File: src/rtl/rpn_pkg.sv
// Package for the RPN stack calculator: operator codes, status codes, shared types.
// No dependencies.
`timescale 1ns / 1ps
package rpn_pkg;
	localparam logic [2:0] FUNC_PUSH = 3'd0;
	localparam logic [2:0] FUNC_ADD  = 3'd1;
	localparam logic [2:0] FUNC_SUB  = 3'd2;
	localparam logic [2:0] FUNC_MUL  = 3'd3;
	localparam logic [2:0] FUNC_DIV  = 3'd4;
	localparam logic [2:0] FUNC_POW  = 3'd5;

	localparam logic [1:0] ST_OK    = 2'd0;
	localparam logic [1:0] ST_UNDER = 2'd1;
	localparam logic [1:0] ST_DIVZ  = 2'd2;
	localparam logic [1:0] ST_FULL  = 2'd3;

	localparam int CNT_W = 7;

	// datapath commands from the controller
	typedef struct packed {
		logic       load_in;   // latch func/operand
		logic       pop;       // read top entry, decrement count
		logic       take_b;    // popped word goes to b (else a)
		logic       start;     // start the arithmetic unit
		logic       push_res;  // write result, increment count
		logic       push_opnd; // write operand
		logic       rd_top;    // read new top for the result beat
	} rpn_cmd_t;

	typedef struct packed {
		logic       busy;      // arithmetic unit working
		logic       empty;
		logic       ge2;
		logic       full;
	} rpn_stat_t;
endpackage

File: src/rtl/rpn_ctrl.sv
// Controller state machine: sequences pops, arithmetic, push and result beat.
// Depends on rpn_pkg.
`timescale 1ns / 1ps
module rpn_ctrl import rpn_pkg::*; (
	input  logic       clk,
	input  logic       arst_n,
	input  logic       in_valid,
	output logic       in_ready,
	output logic       out_valid,
	input  logic       out_ready,
	input  rpn_stat_t  stat,
	input  logic [2:0] func,
	input  logic       b_zero,
	output rpn_cmd_t   cmd,
	output logic [1:0] status
);
	localparam logic [2:0] S_IDLE  = 3'd0;
	localparam logic [2:0] S_DEC   = 3'd1;
	localparam logic [2:0] S_POPA  = 3'd2;
	localparam logic [2:0] S_START = 3'd3;
	localparam logic [2:0] S_WAIT  = 3'd4;
	localparam logic [2:0] S_TOP   = 3'd5;
	localparam logic [2:0] S_OUT   = 3'd6;

	logic [2:0] state_q;
	logic [1:0] status_q;

	always_comb begin
		cmd = '0;
		cmd.load_in = (state_q == S_IDLE) && in_valid;
		case (state_q)
			S_DEC: if (func >= FUNC_ADD && func <= FUNC_POW) begin
				cmd.pop = 1'b1;
				cmd.take_b = 1'b1;
			end else if (func == FUNC_PUSH && !stat.full) begin
				cmd.push_opnd = 1'b1;
			end
			S_POPA:  cmd.pop = 1'b1;
			S_START: cmd.start = 1'b1;
			S_WAIT:  cmd.push_res = !stat.busy;
			S_TOP:   cmd.rd_top = 1'b1;
			default: ;
		endcase
	end

	always_ff @(posedge clk or negedge arst_n) begin
		if (!arst_n) begin
			state_q <= S_IDLE;
			status_q <= ST_OK;
		end else begin
			case (state_q)
				S_IDLE: if (in_valid) state_q <= S_DEC;
				S_DEC: begin
					if (func >= FUNC_ADD && func <= FUNC_POW) begin
						status_q <= stat.ge2 ? ST_OK : ST_UNDER;
						state_q <= S_POPA;
					end else begin
						status_q <= (func == FUNC_PUSH && stat.full) ? ST_FULL : ST_OK;
						state_q <= S_TOP;
					end
				end
				S_POPA:  state_q <= S_START;
				S_START: begin
					if (func == FUNC_DIV && b_zero && status_q == ST_OK) status_q <= ST_DIVZ;
					state_q <= S_WAIT;
				end
				S_WAIT:  if (!stat.busy) state_q <= S_TOP;
				S_TOP:   state_q <= S_OUT;
				S_OUT:   if (out_ready) state_q <= S_IDLE;
				default: state_q <= S_IDLE;
			endcase
		end
	end

	assign in_ready = (state_q == S_IDLE);
	assign out_valid = (state_q == S_OUT);
	assign status = status_q;
endmodule

File: config.mk
export PLATFORM = sky130hd
export DESIGN_NAME = rpn_ctrl
export DESIGN_NICKNAME = d
export VERILOG_FILES = /design/src/rtl/rpn_pkg.sv /design/src/rtl/rpn_ctrl.sv
export SDC_FILE = /design/constraint.sdc
export NUM_CORES = 1
export LEC_CHECK = 0
export ABC_AREA = 1
export BUFFER_PORTS_ARGS = -buffer_cell sky130_fd_sc_hd__buf_2
export CORE_MARGIN = 2
export CORE_UTILIZATION = 30
export DETAILED_ROUTE_END_ITERATION = 10
export GPL_TIMING_DRIVEN = 0
export SYNTH_ARGS = -nofsm -noshare
export SYNTH_HDL_FRONTEND = slang
export SYNTH_SLANG_ARGS = --single-unit
File: constraint.sdc
create_clock -name clk -period 1 [get_ports clk]
set_input_delay 0.1 -clock clk [delete_from_list [all_inputs] [get_ports clk]]
set_output_delay 0.1 -clock clk [all_outputs]
set_load 0.02 [all_outputs]
* Word level (Yosys, flattened, before mapping)
Cells that the tools add are included.
W data, S select, Z words.
** Cells by class
- Shift operators :: 0
- Bitwise gates (word level) :: 0
- Multiply operators :: 0
- Reductions and logical operators :: 14
- Div/mod/pow operators :: 0
- Add/subtract/negate cells :: 0
- Mux-type cells :: 19
- $lt $le $gt $ge :: 2
- Equal/unequal tests :: 11
** Operators with widths (number)
- $pmux W3 S7 :: 1
- $eq A3 B3 Y1 const B :: 4
- $mux W3 :: 4
- $mux W1 :: 8
- $mux W2 :: 4
- $eq A3 B2 Y1 const B :: 2
- $logic_and A1 B1 Y1 :: 6
- $logic_not A3 Y1 :: 2
- $ne A2 B2 Y1 const B :: 3
- $pmux W2 S2 :: 1
- $eq A3 B1 Y1 const B :: 1
- $ge A3 B1 Y1 const B :: 1
- $le A3 B3 Y1 const B :: 1
- $reduce_and A3 Y1 :: 1
- $logic_not A1 Y1 :: 2
- $logic_not A2 Y1 :: 1
- $ne A2 B1 Y1 const B :: 1
- $pmux W1 S2 :: 1
- $reduce_and A2 Y1 :: 1
- $reduce_bool A2 Y1 :: 1
** Storage, ports and cells
- ROM bits :: 0
- Register bits after elaboration :: 5
- Bits in latches :: 0
- Word-level logic and storage cells :: 48
- Memories kept :: 0
- Memory bits (writable) :: 0

* Depth between registers and ports, before layout
Gate-level depths: netlist of the first run.
- Word-level depth :: 5
- Gate-level depth with buffers :: 7
- Mapped depth without buffers :: 7

* Worst setup path after synthesis of the first run
OpenSTA, ideal clock, no wires.
- Kind :: reg2out
- Start :: register state_q[2]
- End :: output port cmd[2] (netlist name)
- Setup slack :: -334 ps
- Stages on the path, launching flop included :: 3
- Path buffers :: 0
- Data arrival time :: 1234 ps
- Path through :: dfrtp_1 > inv_1 > nor4_1
** RTL lines
- start, declared :: RTL line rpn_ctrl.sv:25 : logic [2:0] state_q;
- start signal, assigned :: RTL line rpn_ctrl.sv:48 : state_q <= S_IDLE;
- start signal, assigned :: RTL line rpn_ctrl.sv:52 : S_IDLE: if (in_valid) state_q <= S_DEC;
- start signal, assigned :: RTL line rpn_ctrl.sv:56 : state_q <= S_POPA;
- end, declared :: RTL line rpn_ctrl.sv:14 : output rpn_cmd_t cmd,

==> qor.log, run 1 <==
qor: outcome.outcome finished with violations
qor: outcome.failing_checks negative setup slack
qor: synthesis.post_synthesis_net_count 79
qor: sta.final-setup-viol-count 14
qor: worst_setup_path.critPathRequiredTime 0.90 ns
qor: final_layout.layout-area-overhead-vs-synth 109.5%
qor: grt.grt_use_total 18.00%
qor: placed_design.io_buffer_count 21
qor: sta.timing_max_transition_violations_final 0
qor: route.firstDrtPassIters 4
qor: grt.antenna_found_initial 0
qor: sta.achievable-frequency 0.7505 GHz
qor: synthesis.synth_cell_types 15
qor: power_and_ir_drop.p_per_area 3182 nW/µm²
qor: worst_setup_path.cp_max_stage_delay 0.43 ns
qor: synthesis.yosys_warnings 0
qor: power_and_ir_drop.total_leakage_power 0.4709 nW
qor: final_layout.drive_gt1_share 62.39%
qor: worst_setup_path.cpMaxStageDelayCell sky130_fd_sc_hd__dfrtp_2
qor: sta.finalWorstPathRequiredPeriod 1.332 ns
qor: grt.wire_length_of_the_first_global_routing_pass 1945 µm
qor: synthesis.synth-seq-cells 5
qor: floorplan.die_y 40.93 µm
qor: route.detail_route.iter0.violations 8
qor: worst_setup_path.crit_path_launch_type flop
qor: sta.timing.final.crit_share 133.2%
qor: worst_hold_path.hold_class primary input to flop
qor: clock_network.ctsLongestPathBuffers 2
qor: floorplan.die_w 40.93 µm
qor: grt.vias_in_the_first_global_route 511
qor: placed_design.detailed_place_hpwl 768.9 µm
qor: grt.largest_net_degree_at_the_start_of_global_routing 7
qor: placed_design.routabilityCongestion 0.8005
qor: route.routedWlPerCell 11.35 µm
qor: clock_network.clock-sinks 5
qor: sta.slew_headroom 84.51%
qor: placed_design.worst_slack_after_detailed_placement -0.2561 ns
qor: floorplan.initial_core_util 31.84%
qor: worst_setup_path.critical_path_buf_inv_count 2
qor: worst_setup_path.cp_max_fo 3
qor: floorplan.core-area 1285 µm²
qor: grt.global_route.overflow_total 0
qor: clock_network.tritoncts done
qor: run.maxCapViolations 0
qor: synthesis.synthCells 67
qor: floorplan.fp.dieArea 1675 µm²
qor: power_and_ir_drop.irDropWorstVdd 1.667 mV
qor: sta.hold_slack 0.1787 ns
qor: sta.worst_slack -0.3324 ns
qor: worst_setup_path.critical_path_arrival 1.23 ns
qor: synthesis.syn_area 409.1 µm²
qor: final_layout.antennaDiodeCount 0
qor: clock_network.clock_tree.root_cell sky130_fd_sc_hd__clkbuf_4
qor: clock_network.clk_transition_reported_paths 0.04 ns
qor: route.routed-via-count 574
qor: sta.clock_skew 0.003896 ns
qor: worst_setup_path.setup.worst_path.class flop to primary output
qor: route.avgViaCountPerCell 4.629
qor: route.post-route-drc-count 0
qor: worst_setup_path.timing.critical_path.to_type primary output
qor: sta.finalHoldViolCount 0
qor: floorplan.io_pins 23
qor: sta.tightestPinTransition 0.2316 ns
qor: route.route.antenna.remaining_nets 0
qor: route.finalWirelength 1408 µm
qor: worst_setup_path.path_delay_family flip-flops
qor: synthesis.syn_area_per_cell 6.107 µm²
qor: worst_setup_path.ff2ff_setup_slack -0.31 ns
qor: final_layout.mostFrequentLayoutCells sky130_fd_sc_hd__nand2_1 (14), sky130_fd_sc_hd__buf_6 (13), sky130_fd_sc_hd__buf_2 (12), sky130_fd_sc_hd__buf_4 (12), sky130_fd_sc_hd__inv_1 (8)
qor: sta.grt_setup_unrepaired yes
qor: final_layout.final_nets 122
qor: clock_network.cts_made_buffers 3
qor: synthesis.synth-seq-area-share 30.58%
qor: floorplan.std_cell_rows 13
qor: worst_setup_path.crit_chain nor2_4 -> nand2_2 -> inv_2 -> nand3_4 -> nand2_4 -> buf_6
qor: clock_network.clock_tree.htree_level_count 1
qor: final_layout.layout_commonest_cell sky130_fd_sc_hd__nand2_1
qor: clock_network.clk_latency 0.25 ns
[area by class of cell]
type	instances	area (µm²)
inverter	13	53.80
timing repair buffer	38	306.5
fill	106	427.9
multi-input combinational	49	322.8
sequential	5	128.9
tap	15	18.77
clock buffer	4	26.28
[worst min-delay path: stages]
cell and delay [ns]:
sky130_fd_sc_hd__buf_2 0.07, sky130_fd_sc_hd__inv_1 0.03, sky130_fd_sc_hd__nand2_2 0.08, sky130_fd_sc_hd__nand4_1 0.09
[final timing paths]
kind | startpoint | end | depth (start not counted)
worst min register to register | status[1] | status[1] | 2
min in group asynchronous | arst_n | status[1] | 2
max in group asynchronous | arst_n | state_q[2] | 2
worst min-delay path | out_ready | state_q[1] | 4
worst max register to register | state_q[2] | state_q[1] | 8
worst max-delay path | state_q[2] | cmd[5] | 6
[per-stage QoR]
step	area (µm²)	total power [mW]	util, %	setup TNS [ns]	instances
after floorplan	462.9	1.284	-	-0.3281	67
after global placement	586.8	1.571	45.67	-1.171	103
after detailed placement	586.8	1.566	45.67	-1.147	103
after CTS	807.0	2.465	62.80	-3.432	121
after global routing	857.1	2.917	66.70	-4.552	124
final	857.1	2.727	66.70	-3.801	124
[layer usage]
metal / track usage, % / wire length (µm)
met5: 0 / 0
met4: 6.667 / 25
met3: 4.348 / 93
met2: 33.59 / 739
met1: 19.02 / 551
[registers in the layout (all words and copies together) (netlist names)]
signal,count
state_q,3
status,2
[report_power, final]
group	switching (mW)	internal [mW]
logic	1.04	0.984
clock network	0.0941	0.152
registers	0.142	0.316
[repair_timing]
| item | CTS | global route |
|---|---|---|
| gates resized for setup | 26 | 10 |
| pin swaps | 7 | 6 |
| hold endpoints to repair | 5 | 0 |
| hold buffers | 1 | 0 |
| setup buffers | 13 | 3 |
| endpoints found under the setup margin | 14 | 14 |
[kinds of logic after synthesis]
kind of cell | Yosys count | share of synthesized area [%]
DFF | 5 | 30.58
buffers and inverters | 13 | 11.92
AOI/OAI and AO/OA | 2 | 2.444
and+or+nand+nor | 47 | 55.04
[synth_stat cells]
cell | instances | area [µm²]
sky130_fd_sc_hd__nand3_1 | 9 | 45.04
sky130_fd_sc_hd__a21oi_1 | 1 | 5.000
sky130_fd_sc_hd__inv_2 | 1 | 3.750
sky130_fd_sc_hd__dfrtp_1 | 5 | 125.1
sky130_fd_sc_hd__nor2_4 | 1 | 11.26
sky130_fd_sc_hd__nand3_2 | 1 | 10.01
sky130_fd_sc_hd__nand2_2 | 5 | 31.28
sky130_fd_sc_hd__nand4_1 | 2 | 12.51
sky130_fd_sc_hd__nor3_1 | 1 | 5.000
sky130_fd_sc_hd__inv_1 | 12 | 45.04
sky130_fd_sc_hd__nor2_1 | 9 | 33.78
sky130_fd_sc_hd__nor2_2 | 1 | 6.260
sky130_fd_sc_hd__nand2_1 | 17 | 63.81
sky130_fd_sc_hd__o21ai_0 | 1 | 5.000
sky130_fd_sc_hd__nor4_1 | 1 | 6.260
Power figures use the tool's default switching activity.
==> run 2: changes to the inputs <==
--- a/config.mk
+++ b/config.mk
@@ -7,10 +7,12 @@
 export LEC_CHECK = 0
 export ABC_AREA = 1
 export BUFFER_PORTS_ARGS = -buffer_cell sky130_fd_sc_hd__buf_2
-export CORE_MARGIN = 2
-export CORE_UTILIZATION = 30
+export CORE_AREA = 2 2 39 41
 export DETAILED_ROUTE_END_ITERATION = 10
+export DIE_AREA = 0 0 41 43
 export GPL_TIMING_DRIVEN = 0
+export SETUP_SLACK_MARGIN = 0.15
+export SLEW_MARGIN = 10
 export SYNTH_ARGS = -nofsm -noshare
 export SYNTH_HDL_FRONTEND = slang
 export SYNTH_SLANG_ARGS = --single-unit
==> run 2 against run 1 <==
Against the previous run: the flow still finishes with violations (negative setup slack); critical path depth unchanged; flip-flop and latch count unchanged; via count increased by 1.4%; die area increased by 5.2%; worst hold slack improved by 0.017 ns; critical path type unchanged; highest routed layer is now met3.
==> qor.log, run 2 (synthesized netlist as in run 1, its figures left out) <==
qor: worst_setup_path.timing.critical_path.to_type primary output
qor: final_layout.final_nets 119 [-2.5%]
qor: placed_design.placed_cell_area 593.1 µm² [+1.1%]
qor: route.avgViaCountPerCell 4.770 [+3.1%]
qor: clock_network.cts_made_buffers 3 [unchanged]
qor: route.finalWirelength 1295 µm [-8.0%]
qor: worst_setup_path.critPathRequiredTime 0.90 ns [about the same]
qor: worst_setup_path.crit_path_launch_type flop
qor: sta.hold_slack 0.1960 ns [+0.01732 ns]
qor: final_layout.number_of_flip_flops_under_the_largest_register_name 3 [unchanged]
qor: clock_network.clock_tree.root_cell sky130_fd_sc_hd__clkbuf_4
qor: floorplan.std_cell_rows 14 [+1]
qor: worst_setup_path.cp_max_fo 3 [unchanged]
qor: grt.wire_length_of_the_first_global_routing_pass 1904 µm [-2.1%]
qor: outcome.failing_checks negative setup slack
qor: run.maxCapViolations 0 [unchanged]
qor: placed_design.detailed_place_hpwl 832.5 µm [+8.3%]
qor: final_layout.stdcell_area 829.5 µm² [-3.2%]
qor: floorplan.core-area 1384 µm² [+7.7%]
qor: clock_network.clk_transition_reported_paths 0.04 ns [about the same]
qor: clock_network.clock-sinks 5 [unchanged]
qor: worst_setup_path.setup.worst_path.class flop to primary output
qor: final_layout.antennaDiodeCount 0 [unchanged]
qor: placed_design.routabilityCongestion 0.7612 [-4.9%]
qor: worst_setup_path.worst_r2r_startpoint state_q[0]
qor: final_layout.registers.top_by_ff_count state_q
qor: final_layout.mostFrequentLayoutCells sky130_fd_sc_hd__buf_4 (15), sky130_fd_sc_hd__nand2_1 (14), sky130_fd_sc_hd__buf_2 (10)
qor: route.firstDrtPassIters 4 [unchanged]
qor: clock_network.clock_tree.htree_level_count 1 [unchanged]
qor: outcome.outcome finished with violations
qor: sta.clock_skew 0.0009341 ns [-0.002962 ns]
qor: sta.achievable-frequency 0.7546 GHz [+0.55%]
qor: floorplan.io_pins 23 [unchanged]
qor: sta.final.setup.tns -3.588 ns [+0.2128 ns]
qor: sta.final-setup-viol-count 14 [unchanged]
qor: clock_network.tritoncts done
qor: placed_design.worst_slack_after_detailed_placement -0.2655 ns [-0.009342 ns]
qor: floorplan.initial_core_util 29.57% [-2.3 points]
qor: power_and_ir_drop.total_leakage_power 0.4538 nW [-3.6%]
qor: clock_network.ctsLongestPathBuffers 2 [unchanged]
qor: worst_setup_path.critical_path_arrival 1.23 ns [about the same]
qor: power_and_ir_drop.irDropWorstVdd 1.428 mV [-14%]
qor: grt.largest_net_degree_at_the_start_of_global_routing 8 [+1]
qor: final_layout.drive_gt1_share 61.32% [-1.1 points]
qor: clock_network.clk_latency 0.24 ns [about the same]
qor: grt.antenna_found_initial 0 [unchanged]
qor: floorplan.die_w 41 µm [+0.17%]
qor: sta.slew_headroom 85.11% [+0.60 points]
qor: grt.vias_in_the_first_global_route 473 [-7.4%]
qor: final_layout.layout_commonest_cell sky130_fd_sc_hd__buf_4
qor: worst_hold_path.hold_class primary input to flop
qor: sta.finalWorstPathRequiredPeriod 1.325 ns [-0.007243 ns]
qor: worst_hold_path.startpoint_of_the_most_critical_hold_path out_ready
qor: sta.finalHoldViolCount 0 [unchanged]
qor: grt.global_route.overflow_total 0 [unchanged]
qor: grt.grt_use_total 15.84% [-2.2 points]
qor: route.route.antenna.remaining_nets 0 [unchanged]
qor: sta.timing.final.crit_share 132.5% [-0.72 points]
qor: floorplan.die_y 43 µm [+5.1%]
qor: placed_design.io_buffer_count 21 [unchanged]
qor: power_and_ir_drop.finalPower 2.612 mW [-4.2%]
qor: sta.grt_setup_unrepaired yes
qor: sta.tightestPinTransition 0.2226 ns [-0.008992 ns]
qor: sta.timing_max_transition_violations_final 0 [unchanged]
qor: worst_setup_path.crit_start state_q[2]
qor: final_layout.layout-area-overhead-vs-synth 102.8%
qor: sta.worst_slack -0.3252 ns [+0.007243 ns]
qor: power_and_ir_drop.p_per_area 3149 nW/µm² [-1.0%]
qor: route.routed-via-count 582 [+1.4%]
qor: floorplan.fp.dieArea 1763 µm² [+5.2%]
qor: route.post-route-drc-count 0 [unchanged]
qor: route.routedWlPerCell 10.61 µm [-6.5%]
qor: route.detail_route.iter0.violations 5 [-3]
run 2: cell types whose count changed in the layout (fill, tap and decap cells not counted), sizes merged:
cell,change
buf,-3
run 2: path summary, 6_finish.rpt:
kind                       cells past startpoint  slack, ns          to
setup / recovery                               6      -0.33      cmd[5]
hold / removal                                 4       0.20  state_q[1]
setup reg to reg                               7      -0.27   status[0]
hold reg to reg                                2       0.56   status[1]
max in group asynchronous                      2       0.63  state_q[1]
min in group asynchronous                      2       0.22   status[1]
run 2: where the power goes:
part,leakage (nW),total [mW],internal [mW],switching (mW)
logic,0.379,1.91,0.908,1.00
clock network,0.0150,0.232,0.151,0.0809
registers,0.0595,0.472,0.316,0.156
total,0.454,2.61,1.37,1.24
run 2: metrics by stage:
step           cells  util (%)
2_1_floorplan     67         -
3_3_place_gp     104     42.86
3_5_place_dp     104     42.86
4_1_cts          119     55.88
5_1_grt          122     59.95
6_report         122     59.95
run 2: critical path, cell delays in order, from the launching register on:
cell	delay (ns)
sky130_fd_sc_hd__dfrtp_2	0.43
sky130_fd_sc_hd__nor2_4	0.13
sky130_fd_sc_hd__nand2_2	0.08
sky130_fd_sc_hd__inv_2	0.09
sky130_fd_sc_hd__nand3_4	0.08
sky130_fd_sc_hd__nand2_4	0.07
sky130_fd_sc_hd__buf_6	0.11
run 2: final cells by class:
type                    instances  area [µm²]
well taps                      16       20.02
inverters                      13       53.80
multi-input cells              49       326.6
fillers                       142       554.3
flip-flops and latches          5       128.9
repair buffers                 35       274.0
clock buffers                   4       26.28
run 2: metal layers:
layer  track usage (%)  vias to the layer above  routed length, µm
li1                  -                      293                  -
met3             6.283                        0                 71
met2             25.62                       21                673
met4             2.000                        0                  0
met5                 0                        -                  0
met1             19.61                      268                550
run 2: timing repair:
item / 4_1_cts / 5_1_grt
hold buffers: 1 / 0
pin swaps: 5 / 2
resized for setup: 22 / 11
endpoints found under the setup margin: 16 / 16
hold endpoints to repair: 5 / 0
buffers inserted: 10 / 3
==> run 3: changes to the inputs <==
--- a/config.mk
+++ b/config.mk
@@ -16,3 +16,4 @@
 export SYNTH_ARGS = -nofsm -noshare
 export SYNTH_HDL_FRONTEND = slang
 export SYNTH_SLANG_ARGS = --single-unit
+export TNS_END_PERCENT = 50
==> run 3 against run 2 <==
Against the previous run: the run still ends with negative setup slack left; setup slack worse by 0.0017 ns; flip-flop and latch count unchanged; largest power group unchanged; critical path type unchanged; clock skew up 0.0037 ns; global-route usage down 0.99 points.
==> qor.log, run 3 (synthesized netlist as in run 1, its figures left out) <==
qor: outcome.outcome finished with violations
qor: outcome.failing_checks negative setup slack
qor: floorplan.die_w 41 µm [unchanged]
qor: sta.finalWorstPathRequiredPeriod 1.327 ns [+0.001710 ns]
qor: route.finalWirelength 1237 µm [-4.5%]
qor: worst_setup_path.cp_common_cell sky130_fd_sc_hd__buf_6
qor: placed_design.worst_slack_after_detailed_placement -0.2593 ns [+0.006151 ns]
qor: sta.tightestPinTransition 0.2257 ns [+0.003146 ns]
qor: worst_setup_path.reg2reg_depth 6 [-1]
qor: clock_network.clock_tree.htree_level_count 1 [unchanged]
qor: final_layout.num-fill-cells 135 [-4.9%]
qor: final_layout.antennaDiodeCount 0 [unchanged]
qor: grt.wire_length_of_the_first_global_routing_pass 1814 µm [-4.7%]
qor: sta.grt_setup_unrepaired yes
qor: power_and_ir_drop.irDropWorstVdd 1.324 mV [-7.3%]
qor: worst_hold_path.hold-path-endpoint status[0]
qor: worst_setup_path.cpMaxStageDelayCell sky130_fd_sc_hd__dfrtp_2
qor: worst_setup_path.crit_path_launch_type flop
qor: worst_setup_path.worst_r2r_startpoint state_q[0]
qor: floorplan.fp.dieArea 1763 µm² [unchanged]
qor: power_and_ir_drop.p_per_area 3095 nW/µm² [-1.7%]
qor: sta.final-setup-viol-count 14 [unchanged]
qor: final_layout.number_of_flip_flops_under_the_largest_register_name 3 [unchanged]
qor: worst_setup_path.critPathRequiredTime 0.90 ns [about the same]
qor: worst_setup_path.cp_max_fo 5 [+2]
qor: final_layout.layout-area-overhead-vs-synth 99.39%
qor: sta.timing_max_transition_violations_final 0 [unchanged]
qor: worst_setup_path.setup.worst_path.class flop to primary output
qor: final_layout.mostFrequentLayoutCells sky130_fd_sc_hd__nand2_1 (16), sky130_fd_sc_hd__buf_4 (14), sky130_fd_sc_hd__buf_2 (11)
qor: worst_setup_path.crit_chain buf_6 -> buf_4 -> nand3_2 -> nand2_4 -> buf_6
qor: power_and_ir_drop.total_leakage_power 0.4550 nW [+0.25%]
qor: final_layout.layout_commonest_cell sky130_fd_sc_hd__nand2_1
qor: grt.grt_use_total 14.85% [-0.99 points]
qor: route.met3_length 99 µm [+39%]
qor: route.firstDrtPassIters 3 [-1]
qor: placed_design.routabilityCongestion 0.7628 [+0.21%]
qor: route.routedWlPerCell 10.14 µm [-4.5%]
qor: route.routed-via-count 550 [-5.5%]
qor: run.maxCapViolations 0 [unchanged]
qor: route.post-route-drc-count 0 [unchanged]
qor: route.drt-met1-wl 501 µm [-8.9%]
qor: worst_setup_path.timing.critical_path.to_type primary output
qor: sta.achievable-frequency 0.7536 GHz [-0.13%]
qor: final_layout.registers.top_by_ff_count state_q
qor: sta.timing.final.crit_share 132.7% [+0.17 points]
qor: final_layout.stdcell_area 815.8 µm² [-1.7%]
qor: worst_hold_path.startpoint_of_the_most_critical_hold_path stat[1]
qor: floorplan.core-area 1384 µm² [unchanged]
qor: clock_network.clock-sinks 5 [unchanged]
qor: final_layout.final_nets 119 [unchanged]
qor: clock_network.ctsLongestPathBuffers 2 [unchanged]
qor: grt.global_route.overflow_total 0 [unchanged]
qor: sta.hold_slack 0.1738 ns [-0.02223 ns]
qor: route.detail_route.iter0.violations 7 [+2]
qor: worst_setup_path.critical_path_arrival 1.23 ns [about the same]
qor: route.topRoutingLayerUsed met3
qor: worst_hold_path.hold_class primary input to flop
qor: final_layout.drive_gt1_share 57.55% [-3.8 points]
qor: sta.finalHoldViolCount 0 [unchanged]
qor: worst_setup_path.r2r_end state_q[0]
qor: sta.final.setup.tns -3.236 ns [+0.3520 ns]
qor: placed_design.placed_cell_area 585.6 µm² [-1.3%]
qor: power_and_ir_drop.finalPower 2.525 mW [-3.3%]
qor: floorplan.io_pins 23 [unchanged]
qor: clock_network.tritoncts done
qor: grt.largest_net_degree_at_the_start_of_global_routing 7 [-1]
qor: placed_design.io_buffer_count 21 [unchanged]
qor: grt.vias_in_the_first_global_route 484 [+2.3%]
qor: clock_network.clk_latency 0.24 ns [about the same]
qor: placed_design.detailed_place_hpwl 839 µm [+0.78%]
qor: route.route.antenna.remaining_nets 0 [unchanged]
qor: floorplan.die_y 43 µm [unchanged]
qor: sta.clock_skew 0.004657 ns [+0.003723 ns]
qor: worst_setup_path.cp_max_stage_delay 0.42 ns [about the same]
qor: sta.slew_headroom 84.90% [-0.21 points]
qor: clock_network.clock_tree.root_cell sky130_fd_sc_hd__clkbuf_4
qor: worst_hold_path.timing.hold.worst_path_depth 4 [unchanged]
qor: worst_setup_path.ff2ff_setup_slack -0.23 ns [+0.04 ns]
qor: floorplan.std_cell_rows 14 [unchanged]
qor: route.avgViaCountPerCell 4.508 [-5.5%]
qor: clock_network.cts_made_buffers 3 [unchanged]
qor: floorplan.initial_core_util 29.57% [unchanged]
qor: route.detailroute.wirelength.met2 636 µm [-5.5%]
qor: sta.worst_slack -0.3269 ns [-0.001710 ns]
qor: clock_network.clk_transition_reported_paths 0.05 ns [about the same]
qor: grt.antenna_found_initial 0 [unchanged]
==> run 3: area by class of cell <==
cell class / instances / area (µm²) / share of cell area (%)
clock buffer: 4 / 26.28 / 3.221
timing repair buffer: 35 / 271.5 / 33.28
tap: 16 / 20.02 / 2.454
inverter: 13 / 51.30 / 6.288
sequential: 5 / 128.9 / 15.80
multi-input combinational: 49 / 317.8 / 38.96
==> run 3: metal layers <==
metal	vias to the layer above	GRT usage, %
met5	-	0
met4	0	2.000
met2	21	25.62
met3	0	4.712
li1	288	-
met1	241	17.38
==> run 3: critical path, delay by kind of cell, from the launching register on <==
family,cells,cell delay (ns)
buffers and inverters,3,0.40
DFF,1,0.42
and+or+nand+nor,2,0.15
==> run 3: what timing repair did <==
action | 4_1_cts | 5_1_grt
hold endpoints to repair | 5 | 0
setup buffers | 11 | 2
hold buffers | 1 | 0
endpoints found under the setup margin | 16 | 16
resized for setup | 22 | 7
pin swaps | 7 | 4
==> run 3: how the worst max path moves through the flow <==
stage                from         end  slack, ns  cells after the start
2_1_floorplan  state_q[1]  state_q[2]      -0.06                      7
3_3_place_gp   state_q[2]      cmd[5]      -0.25                      6
3_5_place_dp   state_q[2]      cmd[5]      -0.26                      6
4_1_cts        state_q[1]      cmd[5]      -0.31                      6
5_1_grt        state_q[1]      cmd[5]      -0.37                      6
6_report       state_q[1]      cmd[5]      -0.33                      5
==> run 3: power by group <==
group          total, mW  switching (mW)  internal [mW]
logic               1.83           0.952          0.882
clock network      0.237          0.0862          0.151
registers          0.454           0.138          0.316
==> run 3: through the flow <==
step                      util, %  cells
after floorplan                 -     67
after global placement      42.31    104
after detailed placement    42.31    104
after CTS                   55.88    120
after global routing        58.95    122
final                       58.95    122
